### config.mk
export PLATFORM = sky130hd
export DESIGN_NAME = nnis_queue
export DESIGN_NICKNAME = d
export VERILOG_FILES = /design/src/hdl/nnis_pkg.sv /design/src/hdl/nnis_queue.sv
export SDC_FILE = /design/constraint.sdc
export NUM_CORES = 1
export LEC_CHECK = 0
export BUFFER_PORTS_ARGS = -buffer_cell sky130_fd_sc_hd__buf_2
export CORE_ASPECT_RATIO = 0.9
export CORE_MARGIN = 4
export CORE_UTILIZATION = 50
export CTS_CLUSTER_SIZE = 10
export DETAILED_ROUTE_END_ITERATION = 12
export MAX_ROUTING_LAYER = met4
export PLACE_DENSITY = 0.78
export SLEW_MARGIN = 20
export SYNTH_ARGS = -nofsm -noshare
export SYNTH_HDL_FRONTEND = slang
export SYNTH_SLANG_ARGS = --single-unit
### constraint.sdc
create_clock -name i_clk -period 8.45 [get_ports i_clk]
set_input_delay 1.69 -clock i_clk [delete_from_list [all_inputs] [get_ports i_clk]]
set_output_delay 1.69 -clock i_clk [all_outputs]
set_load 0.02 [all_outputs]
### src/hdl/nnis_pkg.sv
`timescale 1ns / 1ps
// ---------------------------------------------------------------------------
// nnis_pkg : shared types and constants of the nearest neighbor scaler
// Field widths, register codes, command and result records.
// ---------------------------------------------------------------------------
package nnis_pkg;

    // image limits and pixel packing
    localparam int MAX_WIDTH   = 256;
    localparam int MAX_HEIGHT  = 256;
    localparam int PIXEL_BYTES = 4;

    // field widths
    localparam int PIX_W   = 32;
    localparam int ADDR_W  = 16;
    localparam int SIZE_W  = 9;
    localparam int STEP_W  = 25;
    localparam int DST_W   = 12;
    localparam int CRD_W   = 8;
    localparam int FRAC_W  = 16;
    localparam int PROD_W  = DST_W + STEP_W;
    localparam int SRC_W   = PROD_W - FRAC_W;
    localparam int AREA_W  = 2 * SIZE_W;

    localparam int STORE_DEPTH = 65536;
    localparam int QUEUE_DEPTH = 8;

    localparam logic [PIX_W-1:0] PIX_MASK = 32'hFFFF_FFFF >> (32 - 8 * PIXEL_BYTES);

    // configuration port
    localparam int CFG_IDX_W  = 8;
    localparam int CFG_DATA_W = 25;

    localparam logic [CFG_IDX_W-1:0] CFG_SRC_WIDTH  = 8'd0;
    localparam logic [CFG_IDX_W-1:0] CFG_SRC_HEIGHT = 8'd1;
    localparam logic [CFG_IDX_W-1:0] CFG_STEP_X     = 8'd2;
    localparam logic [CFG_IDX_W-1:0] CFG_STEP_Y     = 8'd3;

    // request kinds
    localparam logic REQ_LOAD  = 1'b0;
    localparam logic REQ_FETCH = 1'b1;

    typedef struct packed {
        logic [SIZE_W-1:0] width;   // already clamped to 1..MAX
        logic [SIZE_W-1:0] height;
        logic [STEP_W-1:0] step_x;
        logic [STEP_W-1:0] step_y;
    } t_cfg;

    typedef struct packed {
        logic              is_fetch;
        logic              wr_ok;    // load lies inside the image
        logic [ADDR_W-1:0] addr;
        logic [PIX_W-1:0]  data;
        logic [CRD_W-1:0]  col;
        logic [CRD_W-1:0]  row;
        logic              sat;
    } t_cmd;

    typedef struct packed {
        logic [PIX_W-1:0] pixel;
        logic [CRD_W-1:0] col;
        logic [CRD_W-1:0] row;
        logic             sat;
    } t_res;

    typedef struct packed {
        logic nempty;
        logic full;
    } t_q_stat;

    function automatic logic [SIZE_W-1:0] clamp_size(input logic [SIZE_W-1:0] v,
                                                     input int maxv);
        logic [SIZE_W-1:0] r;
        if (v == '0) begin
            r = SIZE_W'(1);
        end else if (32'(v) > maxv) begin
            r = SIZE_W'(maxv);
        end else begin
            r = v;
        end
        return r;
    endfunction

endpackage

### src/hdl/nnis_queue.sv
`timescale 1ns / 1ps
// ---------------------------------------------------------------------------
// nnis_queue : command queue between front and back
// Register based circular buffer, head visible without a read cycle.
// ---------------------------------------------------------------------------
module nnis_queue #(
    parameter int DEPTH = nnis_pkg::QUEUE_DEPTH
) (
    input  logic              i_clk,
    input  logic              i_rst_n,
    input  logic              i_push,
    input  nnis_pkg::t_cmd    i_data,
    input  logic              i_pop,
    output nnis_pkg::t_cmd    o_head,
    output nnis_pkg::t_q_stat o_stat
);
    import nnis_pkg::*;

    localparam int PTR_W = $clog2(DEPTH);
    localparam int CNT_W = $clog2(DEPTH + 1);

    t_cmd             r_mem [DEPTH];
    logic [PTR_W-1:0] r_wr, r_rd, n_wr, n_rd;
    logic [CNT_W-1:0] r_cnt, n_cnt;

    assign n_wr  = (r_wr == PTR_W'(DEPTH - 1)) ? '0 : r_wr + PTR_W'(1);
    assign n_rd  = (r_rd == PTR_W'(DEPTH - 1)) ? '0 : r_rd + PTR_W'(1);
    assign n_cnt = r_cnt + CNT_W'(i_push) - CNT_W'(i_pop);

    always_ff @(posedge i_clk) begin
        if (!i_rst_n) begin
            r_wr  <= '0;
            r_rd  <= '0;
            r_cnt <= '0;
        end else begin
            if (i_push) begin
                r_wr <= n_wr;
            end
            if (i_pop) begin
                r_rd <= n_rd;
            end
            r_cnt <= n_cnt;
        end
    end

    always_ff @(posedge i_clk) begin
        if (i_push) begin
            r_mem[r_wr] <= i_data;
        end
    end

    assign o_head        = r_mem[r_rd];
    assign o_stat.nempty = (r_cnt != '0);
    assign o_stat.full   = (r_cnt == CNT_W'(DEPTH));

endmodule

**Word level (Yosys, flattened, before mapping)**

Memories as Yosys holds them, arrays and structs flattened. A register that Yosys moved wholly into a read port is not among the register bits.
Cells that the tools add are included.

- Register bits: 10
- Input port bits: 71
- Memories: 1
- Memory bits (writable): 536
- Logic and storage cells: 18

Memory list:

| name | words | bits a word | rd ports | clocked after memory_dff | wr ports | RTL line | RTL |
|---|---|---|---|---|---|---|---|
| r_mem | 8 | 67 | 1 | 1 | 1 | nnis_queue.sv:22 | `t_cmd r_mem [DEPTH];` |

- Reduce and logical (&&, ||, !) cells: 1
- Mux-type cells: 6
- Add/sub/neg operators: 4
- Eq/ne operators: 3

Operators with widths:

| operator | count |
|---|---|
| 3-bit two-way mux | 4 |
| 3-bit by 1-bit adder with 3-bit output (second input constant) | 2 |
| 3-bit == test (second input constant) | 2 |
| 4-bit by 1-bit adder with 4-bit output | 1 |
| 4-bit == test (second input constant) | 1 |
| 4-bit nonzero test | 1 |
| 4-bit by 1-bit subtractor with 4-bit output | 1 |
| 1-bit two-way mux | 2 |

**Logic depth before layout (Yosys ltp)**

- Word-level depth: 4
- Mapped depth: 8
- Mapped depth without buffers: 8

**Worst setup path before layout**

Ideal clock, no wire load.

- Path type: input -> register
- Start: input port i_push
- End: memory r_mem[0][0] (netlist bit) (enable)
- Library setup time: 575 ps
- Setup slack: 1528 ps
- Arrival time: 6347 ps
- Path buffers: 0
- Stages: 2
- Path through: nand2b_1 -> nor3_1

- Longest elaborated chain between the ends: 2

Ends and longest elaborated chain:

| element | RTL line | RTL |
|---|---|---|
| start: declaration | nnis_queue.sv:11 | `input logic i_push,` |
| 1-bit two-way mux | nnis_queue.sv:47 | `if (i_push) begin` |
| 1-bit two-way mux (implied by the code) | nnis_queue.sv:48 | `r_mem[r_wr] <= i_data;` |
| end: declaration | nnis_queue.sv:22 |  |

No other way between the ends.

==> flow_summary.ini <==
[place]
portBuffers = 139
dp_hpwl_um = 20900
place_congestion = 0.701
placed_area_mm2 = 0.0224

[power]
p_per_area_mw_per_mm2 = 239
leakage_nw = 7.84
vdd_ir_drop_max_v = 0.000162
totalPowerFinal_mw = 5.75

[cts]
max-clock-path-buffers = 3
clk_pin_slew_ns = 0.05
cts_hold_buf = 0
root_buffer = clkbuf_16
cts_made_buffers = 61
cts_resized = 0
clk_latency_ns = 0.60
postCtsSetupBuffers = 0
tritoncts = built
htreeDepth = 2
clkSinkCount = 549

[synthesis]
synth_area_leaders = edfxtp_1 (76%), mux4_2 (13%), mux2_4 (4.3%)
syn_inst = 847
synthAdderAreaFrac = 0.00687
synth_seq_area_share = 0.775
synth.most_common_cell = edfxtp_1
netlist_area_mm2 = 0.0211
yosys_register_bits = 549
ys_async_sr_fraction = 0
syn_area_per_cell_um2 = 24.9
synth_top_family_by_area = multiplexers
muxShareOfSynthArea = 0.194
synth_compound_area_frac = 0.00148
synth-simple-area-share = 0.00729
ys_types = 29
synth_nets = 929
synth-edff-count = 536
yosys-top-cells-count = edfxtp_1 (536), mux4_2 (118), mux2_4 (60), mux4_1 (16), buf_2 (15)
synth_xor_area_frac = 0.000415
synth_top_cell_area_share = 0.762
synth_top_cell_by_area = edfxtp_1
synth_top_flop_cell = edfxtp_1
ys_warn_count = 0

[grt]
grt_pass1_vias = 9976
grt_start_max_net_pins = 70
grt_overflow = 0
grt_util_all_layers = 0.182
grt_pass1_wl_um = 60600
antenna_found_initial = 6

[cells_and_area]
fin_area_mm2 = 0.0241
nNetsFinal = 1112
area_delta_synth_final_pct = 13.9
fin_util = 0.576
drive_gt1_frac = 0.399

[floorplan]
core-area_mm2 = 0.0418
io_pins = 140
fp.dieH_um = 203
rows = 71
die_x_um = 225
dieArea_mm2 = 0.0456
initial_utilization = 0.506

[timing]
finalCritPeriodShare = 0.605
holdWs_ns = 0.534
rsz0062_at_grt = false
finalMaxSlewViolations = 0
fmax_mhz = 196
hold_viol_final = 0
worst_pin_slew_ns = 1.08
finalSetupViolCount = 0
fin_skew_ns = 0.0263
relSlewSlack = 0.281
fin_crit_ns = 5.11
fin_tns_setup_ns = 0

[detailed_routing]
ant_nets = 0
dr.pass1.iters = 5
drt-initial-drc-count = 823
drc = 0
wire_per_inst_um = 24.5
via_per_inst = 5.70
routed_wl_um = 39300
vias = 9124

[critical_path]
path_class = reg2out
worstPathMaxFanout = 69
critical_path_arrival_ns = 3.42
critPathLaunchType = flip-flop
worst_ep_required_time_ns = 6.76
critPathCaptureType = primary output

[run_status]
status = finished clean

[flow_run]
drv_cap = 0

[worst_hold_path]
hp-class = reg2reg
==> kinds of logic after synthesis <==
family	after synthesis
AOI/OAI and AO/OA	5
xor gates and xnor gates	1
adders and majority gates	11
buffers and inverters	46
DFF	549
muxes	205
and+or+nand+nor	30
==> flip-flops by register name, indices dropped and copies added (netlist names), named ones only <==
name and flops:
r_mem 536, r_cnt 4, r_rd 3, r_wr 3
==> cell usage in the layout, fill, tap and decap left out, drive strengths merged <==
master	count
nor3b	1
ha	10
o22ai	1
nor3	2
mux2i	4
o21ai	1
inv	10
nand2b	4
clkinv	2
fa	1
o21a	1
mux4	134
and2	5
xnor2	1
clkbuf	76
nor2b	5
a21oi	1
nand2	6
mux2	67
nor2	7
dfxtp	13
a21o	1
diode	6
edfxtp	536
buf	158
==> per-layer routing <==
| metal | GRT usage | wire length (µm) | share of wire |
|---|---|---|---|
| met1 | 0.238 | 16400 | 0.42 |
| met2 | 0.298 | 20200 | 0.51 |
| met3 | 0.0374 | 2080 | 0.053 |
| met4 | 0.0435 | 572 | 0.015 |
| met5 | - | 0 | 0 |
==> worst max-delay path, cell delays in order, from the launching register on <==
cell     delay (ns)
dfxtp_4        0.96
buf_4          0.91
mux4_2         0.44
mux2_4         0.28
buf_2          0.16
==> path summary, 6_finish.rpt <==
check / startpoint / end / slack, ns / cells after the start
worst max register to register: r_wr[0]$_SDFFE_PN0P_ / r_mem[5][52]$_DFFE_PP_ / 5.98 / 3
worst min register to register: r_rd[1]$_SDFFE_PN0P_ / flip-flop / 0.53 / 2
worst max-delay path: flip-flop / o_head[14] / 3.34 / 4
worst min-delay path: r_rd[1]$_SDFFE_PN0P_ / flip-flop / 0.53 / 2
==> per-stage QoR <==
step,setup slack [ns],instances
finish,3.34,1600
detailed placement,3.84,1514
CTS,3.17,1594
floorplan,1.53,847
global placement,3.88,1513
global route,3.12,1600
==> area by class of cell <==
| class | instances | area [µm²] |
|---|---|---|
| Antenna cell | 6 | 15.0 |
| Clock buffer | 76 | 1580 |
| Clock inverter | 4 | 30.0 |
| Fill cell | 2966 | 17700 |
| Inverter | 8 | 30.0 |
| Multi-Input combinational cell | 252 | 4490 |
| Sequential cell | 549 | 16400 |
| Tap cell | 547 | 684 |
| Timing Repair Buffer | 158 | 855 |
==> report_power, final <==
part | leakage [nW] | internal [mW] | total (mW) | switching [mW]
combinational | 2.08 | 0.212 | 0.449 | 0.237
sequential | 4.98 | 3.05 | 3.09 | 0.0319
clock | 0.784 | 1.29 | 2.22 | 0.930
(Power assumes the default switching activity.)
