$ cat src/hdl/nnis_pkg.sv
`timescale 1ns / 1ps
// ---------------------------------------------------------------------------
// nnis_pkg : shared types and constants of the nearest neighbor scaler
// Field widths, register codes, command and result records.
// ---------------------------------------------------------------------------
package nnis_pkg;

    // image limits and pixel packing
    localparam int MAX_WIDTH   = 256;
    localparam int MAX_HEIGHT  = 256;
    localparam int PIXEL_BYTES = 4;

    // field widths
    localparam int PIX_W   = 32;
    localparam int ADDR_W  = 16;
    localparam int SIZE_W  = 9;
    localparam int STEP_W  = 25;
    localparam int DST_W   = 12;
    localparam int CRD_W   = 8;
    localparam int FRAC_W  = 16;
    localparam int PROD_W  = DST_W + STEP_W;
    localparam int SRC_W   = PROD_W - FRAC_W;
    localparam int AREA_W  = 2 * SIZE_W;

    localparam int STORE_DEPTH = 65536;
    localparam int QUEUE_DEPTH = 8;

    localparam logic [PIX_W-1:0] PIX_MASK = 32'hFFFF_FFFF >> (32 - 8 * PIXEL_BYTES);

    // configuration port
    localparam int CFG_IDX_W  = 8;
    localparam int CFG_DATA_W = 25;

    localparam logic [CFG_IDX_W-1:0] CFG_SRC_WIDTH  = 8'd0;
    localparam logic [CFG_IDX_W-1:0] CFG_SRC_HEIGHT = 8'd1;
    localparam logic [CFG_IDX_W-1:0] CFG_STEP_X     = 8'd2;
    localparam logic [CFG_IDX_W-1:0] CFG_STEP_Y     = 8'd3;

    // request kinds
    localparam logic REQ_LOAD  = 1'b0;
    localparam logic REQ_FETCH = 1'b1;

    typedef struct packed {
        logic [SIZE_W-1:0] width;   // already clamped to 1..MAX
        logic [SIZE_W-1:0] height;
        logic [STEP_W-1:0] step_x;
        logic [STEP_W-1:0] step_y;
    } t_cfg;

    typedef struct packed {
        logic              is_fetch;
        logic              wr_ok;    // load lies inside the image
        logic [ADDR_W-1:0] addr;
        logic [PIX_W-1:0]  data;
        logic [CRD_W-1:0]  col;
        logic [CRD_W-1:0]  row;
        logic              sat;
    } t_cmd;

    typedef struct packed {
        logic [PIX_W-1:0] pixel;
        logic [CRD_W-1:0] col;
        logic [CRD_W-1:0] row;
        logic             sat;
    } t_res;

    typedef struct packed {
        logic nempty;
        logic full;
    } t_q_stat;

    function automatic logic [SIZE_W-1:0] clamp_size(input logic [SIZE_W-1:0] v,
                                                     input int maxv);
        logic [SIZE_W-1:0] r;
        if (v == '0) begin
            r = SIZE_W'(1);
        end else if (32'(v) > maxv) begin
            r = SIZE_W'(maxv);
        end else begin
            r = v;
        end
        return r;
    endfunction

endpackage

$ cat src/hdl/nnis_front.sv
`timescale 1ns / 1ps
// ---------------------------------------------------------------------------
// nnis_front : request intake and address mapping
// Three stage pipeline: scale products, clamp, raster address.
// Holds a credit count so the queue behind it never overflows.
// ---------------------------------------------------------------------------
module nnis_front #(
    parameter int QDEPTH = nnis_pkg::QUEUE_DEPTH
) (
    input  logic                           i_clk,
    input  logic                           i_rst_n,
    input  nnis_pkg::t_cfg                 i_cfg,
    input  logic                           i_valid,
    output logic                           o_stall,
    input  logic                           i_req_type,
    input  logic [nnis_pkg::ADDR_W-1:0]    i_load_index,
    input  logic [nnis_pkg::PIX_W-1:0]     i_load_pixel,
    input  logic [nnis_pkg::DST_W-1:0]     i_dst_x,
    input  logic [nnis_pkg::DST_W-1:0]     i_dst_y,
    output logic                           o_push,
    output nnis_pkg::t_cmd                 o_cmd,
    input  logic                           i_pop
);
    import nnis_pkg::*;

    localparam int USED_W = $clog2(QDEPTH + 1);

    logic [USED_W-1:0] r_used, n_used;
    logic              accept;

    // stage 1
    logic              r1_valid;
    logic              r1_fetch;
    logic [ADDR_W-1:0] r1_index;
    logic [PIX_W-1:0]  r1_data;
    logic [PROD_W-1:0] r1_prod_x, r1_prod_y;
    // stage 2
    logic              r2_valid;
    logic              r2_fetch;
    logic              r2_wr_ok;
    logic [ADDR_W-1:0] r2_index;
    logic [PIX_W-1:0]  r2_data;
    logic [SIZE_W-1:0] r2_sx, r2_sy;
    logic              r2_sat;
    // stage 3
    logic              r3_valid;
    t_cmd              r3_cmd;

    logic [AREA_W-1:0] r_area;

    logic [SRC_W-1:0]  src_x, src_y;
    logic [SIZE_W-1:0] lim_x, lim_y;
    logic              over_x, over_y;
    logic [SIZE_W-1:0] sx, sy;
    logic [ADDR_W-1:0] fetch_addr;

    // items in the pipeline plus items in the queue
    assign o_stall = (r_used >= USED_W'(QDEPTH));
    assign accept  = i_valid && !o_stall;
    assign n_used  = r_used + USED_W'(accept) - USED_W'(i_pop);

    assign src_x  = r1_prod_x[PROD_W-1:FRAC_W];
    assign src_y  = r1_prod_y[PROD_W-1:FRAC_W];
    assign lim_x  = i_cfg.width - SIZE_W'(1);
    assign lim_y  = i_cfg.height - SIZE_W'(1);
    assign over_x = (src_x > SRC_W'(lim_x));
    assign over_y = (src_y > SRC_W'(lim_y));
    assign sx     = over_x ? lim_x : src_x[SIZE_W-1:0];
    assign sy     = over_y ? lim_y : src_y[SIZE_W-1:0];

    assign fetch_addr = ADDR_W'(AREA_W'(r2_sy) * AREA_W'(i_cfg.width) + AREA_W'(r2_sx));

    always_ff @(posedge i_clk) begin
        if (!i_rst_n) begin
            r_used   <= '0;
            r1_valid <= 1'b0;
            r2_valid <= 1'b0;
            r3_valid <= 1'b0;
        end else begin
            r_used   <= n_used;
            r1_valid <= accept;
            r2_valid <= r1_valid;
            r3_valid <= r2_valid;
        end
    end

    always_ff @(posedge i_clk) begin
        r_area    <= AREA_W'(i_cfg.width) * AREA_W'(i_cfg.height);

        r1_fetch  <= (i_req_type == REQ_FETCH);
        r1_index  <= i_load_index;
        r1_data   <= i_load_pixel & PIX_MASK;
        r1_prod_x <= PROD_W'(i_dst_x) * PROD_W'(i_cfg.step_x);
        r1_prod_y <= PROD_W'(i_dst_y) * PROD_W'(i_cfg.step_y);

        r2_fetch  <= r1_fetch;
        r2_wr_ok  <= (AREA_W'(r1_index) < r_area);
        r2_index  <= r1_index;
        r2_data   <= r1_data;
        r2_sx     <= sx;
        r2_sy     <= sy;
        r2_sat    <= over_x || over_y;

        r3_cmd.is_fetch <= r2_fetch;
        r3_cmd.wr_ok    <= r2_wr_ok;
        r3_cmd.addr     <= r2_fetch ? fetch_addr : r2_index;
        r3_cmd.data     <= r2_data;
        r3_cmd.col      <= r2_sx[CRD_W-1:0];
        r3_cmd.row      <= r2_sy[CRD_W-1:0];
        r3_cmd.sat      <= r2_sat;
    end

    assign o_push = r3_valid;
    assign o_cmd  = r3_cmd;

endmodule

$ cat config.mk
export PLATFORM = sky130hd
export DESIGN_NAME = nnis_front
export DESIGN_NICKNAME = d
export VERILOG_FILES = /design/src/hdl/nnis_pkg.sv /design/src/hdl/nnis_front.sv
export SDC_FILE = /design/constraint.sdc
export NUM_CORES = 2
export LEC_CHECK = 0
export BUFFER_PORTS_ARGS = -buffer_cell sky130_fd_sc_hd__buf_2
export CORE_UTILIZATION = 60
export CTS_CLUSTER_DIAMETER = 50
export DETAILED_ROUTE_END_ITERATION = 8
export GPL_TIMING_DRIVEN = 0
export PLACE_DENSITY = 0.87
export SYNTH_ARGS = -nofsm -noshare
export SYNTH_HDL_FRONTEND = slang
export SYNTH_SLANG_ARGS = --single-unit
$ cat constraint.sdc
create_clock -name i_clk -period 10.2 [get_ports i_clk]
set_clock_uncertainty 0.2 [all_clocks]
set_input_delay 0.51 -clock i_clk [delete_from_list [all_inputs] [get_ports i_clk]]
set_output_delay 0.51 -clock i_clk [all_outputs]
set_load 0.1 [all_outputs]
After elaboration in Yosys (flattened, before gate mapping) --
Cells that the tools add are included. W data, S select, Z words.
Word-level totals: register bits 284, logic and storage cells 43
Cells by class: add/sub/neg operators 5, multipliers 4, $lt $le $gt $ge 4, multiplexer cells 3, reductions and logical operators 3
Operators by type and width (number):
- $mul A12 B25 Y37 | 2
- $gt A21 B9 Y1 | 2
- $lt A16 B18 Y1 | 1
- $mul A9 B9 Y18 | 1
- $mux W9 | 2
- $sub A9 B1 Y9 const B | 2
- $add A16 B9 Y16 | 1
- $mul A9 B9 Y16 | 1
- $mux W16 | 1
- $add A4 B1 Y4 | 1
- $ge A4 B4 Y1 const B | 1
- $sub A4 B1 Y4 | 1
- $logic_and A1 B1 Y1 | 1
- $logic_not A1 Y1 | 1
- $logic_or A1 B1 Y1 | 1

Depth between registers and ports, before layout --
word-level depth 5, depth in mapped cells 24

Worst setup path after synthesis --
No wires, ideal clock.
kind input-to-reg, start point input port i_dst_x[3] (netlist name), end point register r1_prod_x[36], setup time 72 ps, data arrival time 5768 ps, data required time 9928 ps, path slack 4160 ps, stages on the path 22, path buffers 2, cells stage by stage clkbuf_1 -> clkbuf_1 -> nand2_1 -> fa_1 -> fa_1 -> inv_1 -> fa_1 -> fa_1 -> inv_1 -> fa_1 -> inv_1 -> ha_1 -> a21o_1 -> a21o_1 -> a2111oi_2 -> o21ai_0 -> a21oi_2 -> o21a_2 -> o31ai_4 -> a211o_1 -> a21oi_2 -> xnor2_1
On the way: longest elaborated chain between the ends 1
Ends and longest elaborated chain:
- start: declaration | line nnis_front.sv:18 | input logic [nnis_pkg::DST_W-1:0] i_dst_x,
- $mul A12 B25 Y37 | line nnis_front.sv:93 | r1_prod_x <= PROD_W'(i_dst_x) * PROD_W'(i_cfg.step_x);
- end signal: assignment | line nnis_front.sv:93
- end: declaration | line nnis_front.sv:36 | logic [PROD_W-1:0] r1_prod_x, r1_prod_y;
Every way passes these cells. A chain may end at the register's enable or synchronous reset.

Final worst setup path --
start point input port i_dst_x[4] (netlist name), end point register r1_prod_x[36]
Same word-level chain as after synthesis.

==> reports/metrics.cfg <==
[cts]
cts_setup_buffers = 0
clock_latency_ns = 0.57
path_clk_slew_ns = 0.06
htree_levels = 1
cts_root_buffer = clkbuf_16
numCtsBuffers = 31
clock_sinks = 252
cts_resized = 0
tritoncts = built
clock_path_buffers = 3

[critical_path]
crit_chain = clkbuf_1 > clkbuf_1 > nand2_1 > fa_1 > fa_1 > inv_1 > fa_1 > fa_1 > inv_1 > fa_1 > inv_1 > ha_1 > a21o_1 > a21o_1 > a2111oi_2 > o21ai_0 > a21oi_2 > o21a_2 > o31ai_4 > a211o_1 > a21oi_2 > xnor2_1
cp_slowest_stage_delay_ns = 0.53
slowest_stage = fa_1
cpMostUsedCell = fa_1
critical_path.max_fanout = 10
arrival_ns = 6.68
cp-end-kind = flip-flop
cp.required_ns = 10.50
startpoint_type = input port
crit_type = input port to flip-flop

[finish]
nets = 4380
final_common_cell = inv_1
fin_util = 0.680
drive_gt1_frac = 0.0827
syn_to_final_growth_pct = 11.6
layout_common_cells = 670 x inv_1, 563 x fa_1, 562 x nand2_1
post-route-cell-area_sq_um = 32600

[worst_hold_path]
hp-class = input port to flip-flop

[detailed_routing]
wl_met1_um = 27100
dr.max_layer_used = met5
vias_per_cell = 5.50
drt_iter0_markers = 1624
vias = 22300
ant_nets = 0
wl_per_cell_um = 18.1
drt-pass1-iter-count = 7
drcViolationCount = 0
wl_um = 73200
dr_wl_met3_um = 6760
met2WireLength_um = 36000

[global_route]
grt_pass1_vias = 24600
overflow = 0
grt_max_degree = 17
grt_pass1_wl_um = 122000
antenna_found_initial = 3
grt_usage = 0.310

[power]
p_per_area_nw_per_um2 = 290
max-vdd-ir-drop_v = 0.000249
power.leakage_nw = 16.8

[yosys]
ys_types = 60
yosys_most_used_dff = dfxtp_1
synth_top_cell_area_share = 0.386
syn-num-nets = 4093
synthArstFlopShare = 0
synthTopCellsByArea = fa_1 39%, dfxtp_1 17%, ha_1 11%
ys_warn_count = 0
synth.avg_cell_area_sq_um = 9.35
syn-cell-area_sq_um = 29200
syn-instance-count = 3121
synth_edf_count = 0
yosysTopAreaCell = fa_1
ys_seq_area_frac = 0.173
synth-seq-cells = 252

[sta]
rsz0062_at_grt = false
fin_setup_tns_ns = 0
drv_slew = 0
period_share = 0.626
final-setup-viol-count = 0
max_clock_freq_mhz = 157
hold_viol = 0
min_period_ns = 6.38
tightest_slew_ns = 0.775
fin_ws_ns = 3.82
timing.hold.ws_ns = 0.0488
relSlewSlack = 0.483

[place]
place_area_sq_um = 31000
gp_congestion = 0.973
preCtsSetupSlack_ns = 3.29
numPortBuffers = 204
dp_hpwl_um = 55000

[floorplanning]
coreArea_sq_um = 47800
die_y_um = 223
placementRows = 80
io_pins = 214
start_util = 0.610
die_area_sq_um = 49500
die_width_um = 223

[status]
status = finished clean

[flow_run]
cap_violations = 0

## synth_stat cells, types with 4 or more instances
library cell / count
nand2b_1: 12
a21oi_1: 50
nor4_1: 12
a211o_1: 5
and2_1: 227
nor2b_1: 13
a21o_1: 25
xor2_1: 23
nor3_1: 21
nand3_1: 14
fa_1: 563
mux2_2: 11
or3_1: 6
a211oi_1: 8
mux2i_1: 16
xnor2_1: 52
nand4_1: 9
ha_1: 264
buf_1: 4
inv_1: 670
o22ai_1: 5
nor2_1: 56
clkbuf_1: 136
dfxtp_1: 252
o21a_1: 17
o21bai_1: 4
o21ai_0: 37
nand2_1: 562
## cells by family after synthesis
| kind of cell | share of synthesized area |
|---|---|
| AO/OA/AOI/OAI | 0.0418 |
| XOR/XNOR | 0.0225 |
| adder cells (fa/ha/maj) | 0.499 |
| buffers and inverters | 0.104 |
| flip-flops | 0.173 |
| multiplexers | 0.00973 |
| AND/OR/NAND/NOR | 0.149 |
## worst paths after layout
kind	depth (start not counted)	slack, ns	startpoint	end
hold / removal	2	0.05	i_rst_n	r_used[2]
hold reg to reg	0	0.12	r1_data[8]	r2_data[8]
setup / recovery	22	3.82	i_dst_x[4]	r1_prod_x[36]
setup reg to reg	20	4.30	r2_sy[4]	o_cmd[63]
## layout make-up
cell class | count | area [sq um]
Sequential cell | 252 | 5040
Buffer | 140 | 526
Timing Repair Buffer | 254 | 1520
Clock inverter | 16 | 208
Fill cell | 3415 | 15300
Tap cell | 615 | 769
Inverter | 671 | 2520
Clock buffer | 42 | 867
Multi-Input combinational cell | 2058 | 21100
Antenna cell | 2 | 5.00
## state kept, by name (all words and copies together) (netlist names), 16 cells and up
| signal | count |
|---|---|
| o_cmd | 67 |
| r1_data | 32 |
| r1_index | 16 |
| r1_prod_x | 21 |
| r1_prod_y | 21 |
| r2_data | 32 |
| r2_index | 16 |
| r_area | 18 |
## worst max-delay path: cells and delay by family
kind / cells / cell delay [ns]
compound gates: 9 / 2.04
xor+xnor: 1 / 0.13
fa+ha+maj: 6 / 2.81
buf+inv: 5 / 1.04
simple gates: 1 / 0.14
## layer usage
metal / GRT usage / up-vias
li1: - / 9839
met1: 0.369 / 11000
met2: 0.542 / 1200
met3: 0.0637 / 286
met4: 0.135 / 2
met5: 0 / -
## through the flow
stage	power, W	cells
final	0.00942	4050
after global routing	0.0104	4049
after CTS	0.00932	4048
after detailed placement	0.00807	3940
after global placement	0.00781	3940
after floorplan	0.00657	3121
## power breakdown
group / total (W) / internal, W / leakage [nW] / switching (W)
Clock: 0.00113 / 0.000663 / 0.516 / 0.000464
Sequential: 0.00135 / 0.00127 / 2.12 / 0.0000848
Combinational: 0.00694 / 0.00285 / 14.1 / 0.00409
## repair_timing
item / 4_1_cts / 5_1_grt
endpoints found under the setup margin: 0 / 0
hold buffers: 50 / 0
hold endpoints to repair: 50 / 0
No activity file was read; power rests on OpenSTA's default activity.
